## config.mk

```make
export PLATFORM = sky130hd
export DESIGN_NAME = seven_bit_frame_codec
export DESIGN_NICKNAME = d
export VERILOG_FILES = /design/src/hdl/sbfc_pkg.sv /design/src/hdl/seven_bit_frame_codec.sv /design/src/hdl/sbfc_rx_unpack.sv /design/src/hdl/sbfc_tx_pack.sv
export SDC_FILE = /design/constraint.sdc
export NUM_CORES = 1
export LEC_CHECK = 0
export BUFFER_PORTS_ARGS = -buffer_cell sky130_fd_sc_hd__buf_4
export CORE_UTILIZATION = 40
export DETAILED_ROUTE_END_ITERATION = 16
export PLACE_DENSITY = 0.63
export SYNTH_ARGS = -nofsm -noshare
export SYNTH_HDL_FRONTEND = slang
export SYNTH_SLANG_ARGS = --single-unit
```

## constraint.sdc

```tcl
create_clock -name i_clk -period 3.25 [get_ports i_clk]
set_input_delay 0 -clock i_clk [delete_from_list [all_inputs] [get_ports i_clk]]
set_output_delay 0 -clock i_clk [all_outputs]
set_load 0.05 [all_outputs]
```

## src/hdl/sbfc_pkg.sv

```systemverilog
package sbfc_pkg;

    // Function codes carried in the func field of an input word
    localparam logic [1:0] FN_RX_BYTE  = 2'd0;
    localparam logic [1:0] FN_TX_START = 2'd1;
    localparam logic [1:0] FN_TX_DONE  = 2'd2;
    localparam logic [1:0] FN_TICK     = 2'd3;

    localparam int PhaseW = 4;
    localparam int TimerW = 24;

    localparam logic [TimerW-1:0] TimeoutReset = TimerW'(10000);

    // Receive phase: wait for start byte, then index of the next byte
    localparam logic [PhaseW-1:0] RX_WAIT = 4'd0;
    localparam logic [PhaseW-1:0] RX_B1   = 4'd1;
    localparam logic [PhaseW-1:0] RX_B2   = 4'd2;
    localparam logic [PhaseW-1:0] RX_B3   = 4'd3;
    localparam logic [PhaseW-1:0] RX_B4   = 4'd4;
    localparam logic [PhaseW-1:0] RX_B5   = 4'd5;
    localparam logic [PhaseW-1:0] RX_B6   = 4'd6;
    localparam logic [PhaseW-1:0] RX_B7   = 4'd7;
    localparam logic [PhaseW-1:0] RX_B8   = 4'd8;

    // Transmit phase: idle, then index of the pending byte
    localparam logic [PhaseW-1:0] TX_IDLE = 4'd0;
    localparam logic [PhaseW-1:0] TX_B1   = 4'd1;
    localparam logic [PhaseW-1:0] TX_B2   = 4'd2;
    localparam logic [PhaseW-1:0] TX_B3   = 4'd3;
    localparam logic [PhaseW-1:0] TX_B4   = 4'd4;
    localparam logic [PhaseW-1:0] TX_B5   = 4'd5;
    localparam logic [PhaseW-1:0] TX_B6   = 4'd6;
    localparam logic [PhaseW-1:0] TX_B7   = 4'd7;
    localparam logic [PhaseW-1:0] TX_B8   = 4'd8;
    localparam logic [PhaseW-1:0] TX_B9   = 4'd9;

    typedef struct packed {
        logic [1:0]  func;
        logic [7:0]  rx_byte;
        logic [14:0] tx_word0;
        logic [15:0] tx_word1;
        logic [15:0] tx_word2;
        logic [15:0] tx_word3;
    } t_in_word;

    typedef struct packed {
        logic [7:0]  tx_char;
        logic        tx_valid;
        logic        tx_idle;
        logic        frame_done;
        logic [14:0] rx_word0;
        logic [15:0] rx_word1;
        logic [15:0] rx_word2;
        logic [15:0] rx_word3;
        logic        comms_lost;
    } t_out_word;

    typedef struct packed {
        logic [14:0] w0;
        logic [15:0] w1;
        logic [15:0] w2;
        logic [15:0] w3;
    } t_store;

    typedef struct packed {
        logic [PhaseW-1:0] phase;
        t_store            store;
        logic              done;
    } t_rx_upd;

endpackage

```

## src/hdl/seven_bit_frame_codec.sv

```systemverilog
// Path: an accepted word lands in the input register; its result word is then loaded
// into the result register and shown from there, and an output stall holds the word
// in the input register until the result register can load.
// Throughput: one word per cycle; the state update runs in a single pass between
// the input register and the result register, stalled only by i_out_ready.
// Reset (synchronous, i_rst_n low): both registers empty, phases idle, store and
// silence count zero, comms lost clear, timeout register back to 10000 ticks.
module seven_bit_frame_codec
    import sbfc_pkg::*;
(
    input  logic              i_clk,
    input  logic              i_rst_n,
    input  logic              i_in_valid,
    output logic              o_in_ready,
    input  t_in_word          i_in_data,
    output logic              o_out_valid,
    input  logic              i_out_ready,
    output t_out_word         o_out_data,
    input  logic              i_cfg_valid,
    output logic              o_cfg_ready,
    input  logic [TimerW-1:0] i_cfg_data
);

    // Pipeline registers
    logic      r_in_valid;
    t_in_word  r_in_data;
    logic      r_out_valid;
    t_out_word r_out_data;

    // Architectural state
    logic [TimerW-1:0] r_timeout;
    logic [PhaseW-1:0] r_rx_phase;
    logic [PhaseW-1:0] r_tx_phase;
    t_store            r_store;
    logic [TimerW-1:0] r_silence;
    logic              r_lost;

    logic [PhaseW-1:0] n_rx_phase;
    logic [PhaseW-1:0] n_tx_phase;
    t_store            n_store;
    logic [TimerW-1:0] n_silence;
    logic              n_lost;
    logic              n_done;
    t_out_word         n_out_data;

    logic              w_out_load;
    logic              w_adv;
    t_rx_upd           w_rx_upd;
    logic [7:0]        w_char;
    logic [TimerW:0]   w_tick_next;

    // The result register frees when it is empty or its word is taken now.
    // The input register advances whenever the result register can load,
    // so a new word enters every cycle the output side keeps up.
    assign w_out_load = !r_out_valid || i_out_ready;
    assign w_adv      = r_in_valid && w_out_load;
    assign o_in_ready = !r_in_valid || w_out_load;
    assign o_cfg_ready = 1'b1;

    always_ff @(posedge i_clk) begin
        if (!i_rst_n) begin
            r_in_valid <= 1'b0;
        end else begin
            r_in_valid <= (i_in_valid && o_in_ready) || (r_in_valid && !w_adv);
        end
    end

    always_ff @(posedge i_clk) begin
        if (i_in_valid && o_in_ready) begin
            r_in_data <= i_in_data;
        end
    end

    always_ff @(posedge i_clk) begin
        if (!i_rst_n) begin
            r_timeout <= TimeoutReset;
        end else if (i_cfg_valid) begin
            r_timeout <= i_cfg_data;
        end
    end

    // Unpack a received byte into the shared store
    sbfc_rx_unpack u_rx (
        .i_phase (r_rx_phase),
        .i_byte  (r_in_data.rx_byte),
        .i_store (r_store),
        .o_upd   (w_rx_upd)
    );

    assign w_tick_next = {1'b0, r_silence} + {{TimerW{1'b0}}, 1'b1};

    // Next state for the word sitting in the input register
    always_comb begin
        n_rx_phase = r_rx_phase;
        n_tx_phase = r_tx_phase;
        n_store    = r_store;
        n_silence  = r_silence;
        n_lost     = r_lost;
        n_done     = 1'b0;
        case (r_in_data.func)
            FN_RX_BYTE: begin
                n_rx_phase = w_rx_upd.phase;
                n_store    = w_rx_upd.store;
                n_done     = w_rx_upd.done;
                // a completed frame clears comms lost and restarts the timeout
                if (w_rx_upd.done) begin
                    n_lost    = 1'b0;
                    n_silence = '0;
                end
            end
            FN_TX_START: begin
                // reload the store and restart with the start byte
                n_store.w0 = r_in_data.tx_word0;
                n_store.w1 = r_in_data.tx_word1;
                n_store.w2 = r_in_data.tx_word2;
                n_store.w3 = r_in_data.tx_word3;
                n_tx_phase = TX_B1;
            end
            FN_TX_DONE: begin
                // advance to the next byte; return to idle after the last one
                if (r_tx_phase >= TX_B9) begin
                    n_tx_phase = TX_IDLE;
                end else if (r_tx_phase != TX_IDLE) begin
                    n_tx_phase = r_tx_phase + PhaseW'(1);
                end
            end
            FN_TICK: begin
                if (w_tick_next >= {1'b0, r_timeout}) begin
                    n_lost    = 1'b1;
                    n_silence = '0;
                end else begin
                    n_silence = w_tick_next[TimerW-1:0];
                end
            end
            default: begin
                n_done = 1'b0;
            end
        endcase
    end

    // Pending byte is taken from the updated phase and store
    sbfc_tx_pack u_tx (
        .i_phase (n_tx_phase),
        .i_store (n_store),
        .o_char  (w_char)
    );

    always_comb begin
        n_out_data.tx_char    = w_char;
        n_out_data.tx_valid   = (n_tx_phase != TX_IDLE);
        n_out_data.tx_idle    = (n_tx_phase == TX_IDLE);
        n_out_data.frame_done = n_done;
        n_out_data.rx_word0   = n_store.w0;
        n_out_data.rx_word1   = n_store.w1;
        n_out_data.rx_word2   = n_store.w2;
        n_out_data.rx_word3   = n_store.w3;
        n_out_data.comms_lost = n_lost;
    end

    // Commit state only when the word moves into the result register
    always_ff @(posedge i_clk) begin
        if (!i_rst_n) begin
            r_rx_phase <= RX_WAIT;
            r_tx_phase <= TX_IDLE;
            r_store    <= '0;
            r_silence  <= '0;
            r_lost     <= 1'b0;
        end else if (w_adv) begin
            r_rx_phase <= n_rx_phase;
            r_tx_phase <= n_tx_phase;
            r_store    <= n_store;
            r_silence  <= n_silence;
            r_lost     <= n_lost;
        end
    end

    always_ff @(posedge i_clk) begin
        if (!i_rst_n) begin
            r_out_valid <= 1'b0;
        end else if (w_out_load) begin
            r_out_valid <= r_in_valid;
        end
    end

    always_ff @(posedge i_clk) begin
        if (w_adv) begin
            r_out_data <= n_out_data;
        end
    end

    assign o_out_valid = r_out_valid;
    assign o_out_data  = r_out_data;

    // A completed frame always reports comms as present
    a_done_clears_lost: assert property (@(posedge i_clk) disable iff (!i_rst_n)
        o_out_valid && o_out_data.frame_done |-> !o_out_data.comms_lost)
        else $error("frame done reported with comms lost");

    // No pending byte means a zero character
    a_idle_char_zero: assert property (@(posedge i_clk) disable iff (!i_rst_n)
        o_out_valid && !o_out_data.tx_valid |-> o_out_data.tx_char == 8'd0)
        else $error("character shown while transmitter idle");

    // Phase counters stay within the frame length
    a_phase_range: assert property (@(posedge i_clk) disable iff (!i_rst_n)
        r_rx_phase <= RX_B8 && r_tx_phase <= TX_B9)
        else $error("phase counter out of range");

    // State holds while the result register is stalled
    a_state_hold: assert property (@(posedge i_clk) disable iff (!i_rst_n)
        r_out_valid && !i_out_ready |=> $stable(r_tx_phase) && $stable(r_store))
        else $error("state changed during output stall");

    // A transmit start always presents a start character
    a_start_char: assert property (@(posedge i_clk) disable iff (!i_rst_n)
        w_adv && r_in_data.func == FN_TX_START |=> r_out_data.tx_char[7])
        else $error("transmit start did not present a start byte");

endmodule

```

## src/hdl/sbfc_rx_unpack.sv

```systemverilog
module sbfc_rx_unpack
    import sbfc_pkg::*;
(
    input  logic [PhaseW-1:0] i_phase,
    input  logic [7:0]        i_byte,
    input  t_store            i_store,
    output t_rx_upd           o_upd
);

    logic [6:0] w_d;

    assign w_d = i_byte[6:0];

    always_comb begin
        o_upd.phase = i_phase;
        o_upd.store = i_store;
        o_upd.done  = 1'b0;
        if (i_byte[7]) begin
            // start byte restarts the frame in any phase
            o_upd.store.w0 = {w_d, 8'd0};
            o_upd.phase    = RX_B1;
        end else begin
            case (i_phase)
                RX_B1: begin
                    o_upd.store.w0 = i_store.w0 | {7'd0, w_d, 1'b0};
                    o_upd.phase    = RX_B2;
                end
                RX_B2: begin
                    o_upd.store.w0 = i_store.w0 | {14'd0, i_byte[6]};
                    o_upd.store.w1 = {i_byte[5:0], 10'd0};
                    o_upd.phase    = RX_B3;
                end
                RX_B3: begin
                    o_upd.store.w1 = i_store.w1 | {6'd0, w_d, 3'd0};
                    o_upd.phase    = RX_B4;
                end
                RX_B4: begin
                    o_upd.store.w1 = i_store.w1 | {13'd0, i_byte[6:4]};
                    o_upd.store.w2 = {i_byte[3:0], 12'd0};
                    o_upd.phase    = RX_B5;
                end
                RX_B5: begin
                    o_upd.store.w2 = i_store.w2 | {4'd0, w_d, 5'd0};
                    o_upd.phase    = RX_B6;
                end
                RX_B6: begin
                    o_upd.store.w2 = i_store.w2 | {11'd0, i_byte[6:2]};
                    o_upd.store.w3 = {i_byte[1:0], 14'd0};
                    o_upd.phase    = RX_B7;
                end
                RX_B7: begin
                    o_upd.store.w3 = i_store.w3 | {2'd0, w_d, 7'd0};
                    o_upd.phase    = RX_B8;
                end
                RX_B8: begin
                    o_upd.store.w3 = i_store.w3 | {9'd0, w_d};
                    o_upd.phase    = RX_WAIT;
                    o_upd.done     = 1'b1;
                end
                default: begin
                    // drop data bytes while waiting for a start byte
                    o_upd.phase = i_phase;
                end
            endcase
        end
    end

endmodule

```

## src/hdl/sbfc_tx_pack.sv

```systemverilog
module sbfc_tx_pack
    import sbfc_pkg::*;
(
    input  logic [PhaseW-1:0] i_phase,
    input  t_store            i_store,
    output logic [7:0]        o_char
);

    always_comb begin
        case (i_phase)
            TX_B1:   o_char = {1'b1, i_store.w0[14:8]};
            TX_B2:   o_char = {1'b0, i_store.w0[7:1]};
            TX_B3:   o_char = {1'b0, i_store.w0[0], i_store.w1[15:10]};
            TX_B4:   o_char = {1'b0, i_store.w1[9:3]};
            TX_B5:   o_char = {1'b0, i_store.w1[2:0], i_store.w2[15:12]};
            TX_B6:   o_char = {1'b0, i_store.w2[11:5]};
            TX_B7:   o_char = {1'b0, i_store.w2[4:0], i_store.w3[15:14]};
            TX_B8:   o_char = {1'b0, i_store.w3[13:7]};
            TX_B9:   o_char = {1'b0, i_store.w3[6:0]};
            default: o_char = 8'd0;
        endcase
    end

endmodule

```

After elaboration in Yosys (flattened, before gate mapping)
Index checks and enable logic that the tools add are counted.

Reduce and logical (&&, ||, !) cells: 17. Muxes and demuxes: 19. $lt $le $gt $ge: 2. Shift operators: 0. Eq/ne operators: 21. Add/sub/neg operators: 2. Bitwise logic cells: 8. $mul: 0. Div/mod/pow operators: 0.

Operator list (count): $pmux 16 s3 (3); $pmux 63 s2 (1); $pmux 8 s9 (1); $mux 49 (1); $mux 24 (2); $pmux 24 s2 (1); $eq 4x3->1 const B (8); $pmux 4 s8 (1); $pmux 15 s2 (1); $add 24x1->25 const B (1); $ge 25x24->1 (1); $mux 19 (1); $eq 4x2->1 const B (4); $or 16x10->16 (1); $or 16x12->16 (1); $or 16x14->16 (1); $or 16x3->16 (1); $or 16x5->16 (1); $or 16x7->16 (1); $or 15x1->15 (1); $or 15x8->15 (1); $eq 4x4->1 const B (3); $reduce_bool 9->1 (1); $eq 4x1->1 const B (2); other kinds (17) (29).

Input port bits: 102. Bits in writable memories: 0. ROM bits: 0. Logic and storage cells: 95. Memories kept: 0. Flip-flop bits (word level): 270. Latch bits: 0. Output and inout bits: 78.

Logic depth before layout (Yosys ltp)
Depth after elaboration: 6. Gate-level depth with buffers: 16. Depth with buffers taken out: 14.

Cells and area by module
Synthesis repeated with hierarchy kept, for this count alone.

Cells, all modules: 1181. Area total of the unflattened synthesis: 12738.5 sq um.

Modules (own cells, without submodules): seven_bit_frame_codec (times used 1, seq. area each 6886.6 sq um, cells each 968, area an instance 11204.5 sq um); sbfc_rx_unpack (times used 1, seq. area each 0.0 sq um, cells each 145, area an instance 952.2 sq um); sbfc_tx_pack (times used 1, seq. area each 0.0 sq um, cells each 68, area an instance 581.8 sq um).

Worst setup path before layout
OpenSTA, ideal clock, no wires.

Path type: reg-to-reg. From: reg r_out_valid, in the netlist o_out_valid. To: reg r_out_data, in the netlist o_out_data[0], enable pin. Clock period less this slack: 3.745 ns. Arrival: 3.277 ns. Library setup time: 0.469 ns. Required time: 2.781 ns. Slack: -0.495 ns. Cell stages (with the launch flop): 6. Buffers on the path: 2. Cells stage by stage: dfxtp_1 nand2b_1 nand2_1 inv_1 clkbuf_1 clkbuf_1.

Longest elaborated chain between the ends: 3.

RTL lines: from (decl) (RTL line seven_bit_frame_codec.sv:27) `logic r_out_valid;`; from (signal assigned) (RTL line seven_bit_frame_codec.sv:181) `r_out_valid <= r_in_valid;`; $logic_not 1->1 (RTL line seven_bit_frame_codec.sv:55) `assign w_out_load = !r_out_valid || i_out_ready;`; $logic_or 1x1->1 (RTL line seven_bit_frame_codec.sv:55); $logic_and 1x1->1 (RTL line seven_bit_frame_codec.sv:56) `assign w_adv = r_in_valid && w_out_load;`; net w_adv (RTL line seven_bit_frame_codec.sv:47) `logic w_adv;`; to (signal assigned) (RTL line seven_bit_frame_codec.sv:187) `r_out_data <= n_out_data;`; to (decl) (RTL line seven_bit_frame_codec.sv:28) `t_out_word r_out_data;`.

The timed path passes the listed nets, and every way through them passes these cells. A chain may end at the register's enable or synchronous reset.

Worst setup path in the final report
From: reg r_silence[3]. To: reg r_silence[6].

Longest elaborated chain between the ends: 4.

RTL lines: from (decl) (RTL line seven_bit_frame_codec.sv:35) `logic [TimerW-1:0] r_silence;`; from (signal assigned) (RTL line seven_bit_frame_codec.sv:172) `r_silence <= n_silence;`; $add 24x1->25 (*) (RTL line seven_bit_frame_codec.sv:90) `assign w_tick_next = {1'b0, r_silence} + {{TimerW{1'b0}}, 1'b1};`; $ge 25x24->1 (RTL line seven_bit_frame_codec.sv:128) `if (w_tick_next >= {1'b0, r_timeout}) begin`; $mux 24 (*) (RTL line seven_bit_frame_codec.sv:128); $pmux 24 s2 (*) (RTL line seven_bit_frame_codec.sv:100) `case (r_in_data.func)`.

Mark *: on every way between the ends. The rest lies on a longest branch, timed or not.

==> flow_metrics.tcl <==
set metrics [dict create \
    routedWlPerCell_um 20.3 \
    synthSimpleGateAreaFrac_pct 15.1 \
    grt_pass1_wl_um 57400 \
    cts_tree "done" \
    ys_warn_count 0 \
    power_leakage_nw 7.41 \
    r2r-start "r_silence[3]$_SDFFE_PN0P_" \
    die_area_sq_um 31700 \
    finalWirelength_um 39100 \
    reg2reg_depth 14 \
    relSlewSlack_pct 29.5 \
    worst_pin_slew_ps 1060 \
    crit_path_end_kind "flop" \
    clockBufferDepth 3 \
    nFillCells 2540 \
    final_cell_mix "buf_4, nand2_1, edfxtp_1" \
    p_per_area_nw_per_um2 486 \
    synthArstFlopShare_pct 0 \
    synth_xor_area_share_pct 1.62 \
    ys_types 79 \
    violations "DRC, setup timing" \
    syn_nets 1275 \
    crit_chain "nand3_2, nor4_4, buf_4, nand4_1, xnor2_2, ha_1, a21oi_2, nor2b_1, a2111oi_1, o21ai_1, a211o_2, buf_6, buf_4, o31ai_2" \
    netlist_area_sq_um 12400 \
    report.final.slew_viol_count 0 \
    overflow 0 \
    rrSetupSlack_ps -50 \
    holdCritPathClass "primary input to flop" \
    grt_use_total_pct 23.9 \
    r2r_end "r_silence[6]$_SDFFE_PN0P_" \
    root_buffer "clkbuf_16" \
    syn_avg_cell_area_sq_um 10.9 \
    synth_edf_count 148 \
    min_from "i_cfg_valid" \
    grt_pass1_vias 10085 \
    final_antenna_net_count 0 \
    finalCritPeriodShare_pct 101 \
    syn_inst 1140 \
    num-nets-final 1641 \
    antenna_found_initial 0 \
    period_minus_slack_ps 3300 \
    row_count 64 \
    grt_setup_unrepaired "true" \
    numClockSinks 270 \
    fin_area_sq_um 17200 \
    ios 180 \
    fp.dieW_um 178 \
    dpl_cell_area_sq_um 14600 \
    finalHoldViolCount 0 \
    skew_ps 14.3 \
    max_cap_violations 0 \
    synth-main-ff-cell "edfxtp_1" \
    drt-initial-drc-count 1265 \
    place.gp.congestion 0.887 \
    cts_max_level 1 \
    drive_above_1_share_pct 25.3 \
    crit_type "flop to flop" \
    io_buffers 178 \
    grt_max_degree 164 \
    die-height_um 178 \
    drc 2 \
    start_util_pct 40.6 \
    cp_max_fo 7 \
    synth_top_family_by_area "compound AO/OA/AOI/OAI gates" \
    numCtsBuffers 30 \
    place_hpwl_um 25600 \
    finalWorstSetupSlack_ps -45.2 \
    max-vdd-ir-drop_v 0.000499 \
    syn_to_final_growth_pct 39.0 \
    cp_slowest_stage_delay_ps 360 \
    dr_total_vias 10621 \
    clk_latency_ps 560 \
    setup_viol 2 \
    holdPathStages 3 \
    clkTransAtPathRegs_ps 60 \
    synth_seq_cells 270 \
    core_sq_um 30500 \
    worst_ep_required_time_ps 3710 \
    outcome "finished with violations" \
    fmax_mhz 303 \
    slowest_stage "a211o_2" \
    hold_end "r_timeout[18]$_SDFFE_PN0P_" \
    yosysSeqAreaShare_pct 55.5 \
    critPathLaunchType "flop" \
    cp.arrival_ps 3760 \
    synthAdderAreaFrac_pct 3.33 \
    synthMuxAreaShare_pct 1.61 \
    finalPower_mw 8.38 \
    final_common_cell "buf_4" \
    synth_compound_area_share_pct 17.8 \
    crit_top_cell "buf_4" \
    drt-pass1-iter-count 13 \
    vias_per_cell 5.51 \
]
[cell usage after synthesis, drive strengths merged (12+ instances only)]
| cell | count | area (sq um) |
|---|---|---|
| nand2 | 151 | 567 |
| edfxtp | 148 | 4440 |
| dfxtp | 122 | 2440 |
| inv | 75 | 282 |
| nor2 | 68 | 260 |
| clkbuf | 46 | 174 |
| o211a | 38 | 380 |
| o21ai | 34 | 181 |
| ha | 33 | 413 |
| nor2b | 30 | 188 |
| buf | 29 | 169 |
| a21oi | 27 | 135 |
| nor3b | 27 | 203 |
| o31ai | 23 | 236 |
| a222oi | 20 | 200 |
| mux2i | 20 | 200 |
| xnor2 | 18 | 158 |
| a221oi | 17 | 149 |
| and2 | 17 | 106 |
| nand3 | 16 | 80.1 |
| a22oi | 15 | 113 |
| nor3 | 14 | 70.1 |
| nand4 | 12 | 75.1 |
[metal layers]
| metal | up-vias | track usage [%] | wire length [um] |
|---|---|---|---|
| met5 | - | 0 | 0 |
| met2 | 504 | 36.4 | 17400 |
| met4 | 0 | 8.97 | 1400 |
| li1 | 4955 | - | - |
| met3 | 82 | 4.24 | 3340 |
| met1 | 5080 | 33.8 | 16900 |
[worst max-delay path by stage]
stage	to	startpoint	slack, ps
after floorplan	o_out_data[0]$_DFFE_PP_	r_silence[6]$_SDFFE_PN0P_	7
after global placement	o_out_data[0]$_DFFE_PP_	r_silence[0]$_SDFFE_PN0P_	-80
after detailed placement	o_out_data[0]$_DFFE_PP_	r_silence[8]$_SDFFE_PN0P_	-190
after CTS	o_out_data[0]$_DFFE_PP_	r_silence[1]$_SDFFE_PN0P_	4
after global routing	r_silence[6]$_SDFFE_PN0P_	r_silence[6]$_SDFFE_PN0P_	-170
final	r_silence[6]$_SDFFE_PN0P_	r_silence[3]$_SDFFE_PN0P_	-50
[stage by stage]
step	TNS (ps)	worst slack (ps)	hold WS, ps	std cells	utilization [%]
2_1_floorplan	0	6.52	98.9	1140	-
3_3_place_gp	-1150	-77.8	179	1728	47.9
3_5_place_dp	-3520	-192	179	1728	47.9
4_1_cts	0	3.90	5.37	1920	55.7
5_1_grt	-2710	-173	34.7	1926	56.5
6_report	-60.4	-45.2	19.2	1927	56.5
[final cells by class]
class | instances | area (sq um) | share of cell area, %
multi-input combinational | 720 | 5170 | 30.0
timing repair buffer | 409 | 3440 | 19.9
inverter | 75 | 287 | 1.66
sequential | 270 | 6900 | 40.0
antenna | 1 | 2.50 | 0.0145
tap | 396 | 495 | 2.87
clock buffer | 38 | 802 | 4.65
clock inverter | 18 | 144 | 0.835
[state kept, by name (all words and copies together), names as in the netlist]
signal,flops
r_rx_phase,4
r_silence,24
r_tx_phase,4
r_lost,1
o_out_data,75
r_in_valid,1
o_out_valid,1
r_store,63
r_timeout,24
r_in_data,73
[what timing repair did]
action                                 4_1_cts  5_1_grt
pin swaps                                    8        8
gates cloned                                 0        0
setup endpoints to repair                   26       27
hold buffers                               129        0
gates resized for setup                     18       32
buffers inserted                             7        6
endpoints found under the hold margin      118        0
[worst max-delay path: cells and delay by family, from the launching register on]
| family | cells | cell delay (ps) |
|---|---|---|
| AOI/OAI and AO/OA | 5 | 1240 |
| DFF | 1 | 350 |
| adders and majority gates | 1 | 310 |
| and+or+nand+nor | 4 | 620 |
| xor gates and xnor gates | 1 | 170 |
| buffers and inverters | 3 | 510 |
[where the power goes]
part | total [mW] | internal, mW | switching, mW | leakage (nW)
Combinational | 1.19 | 0.498 | 0.689 | 4.52
Clock | 3.28 | 1.90 | 1.38 | 0.460
Sequential | 3.91 | 3.81 | 0.102 | 2.44
Total | 8.38 | 6.21 | 2.17 | 7.41
[cell families after synthesis]
group	Yosys count
other cells	1
xor+xnor	23
mux	20
fa+ha+maj	33
flops	270
compound gates	270
buf+inv	150
simple gates	373
Note: power is estimated with default switching activity, not from simulation.
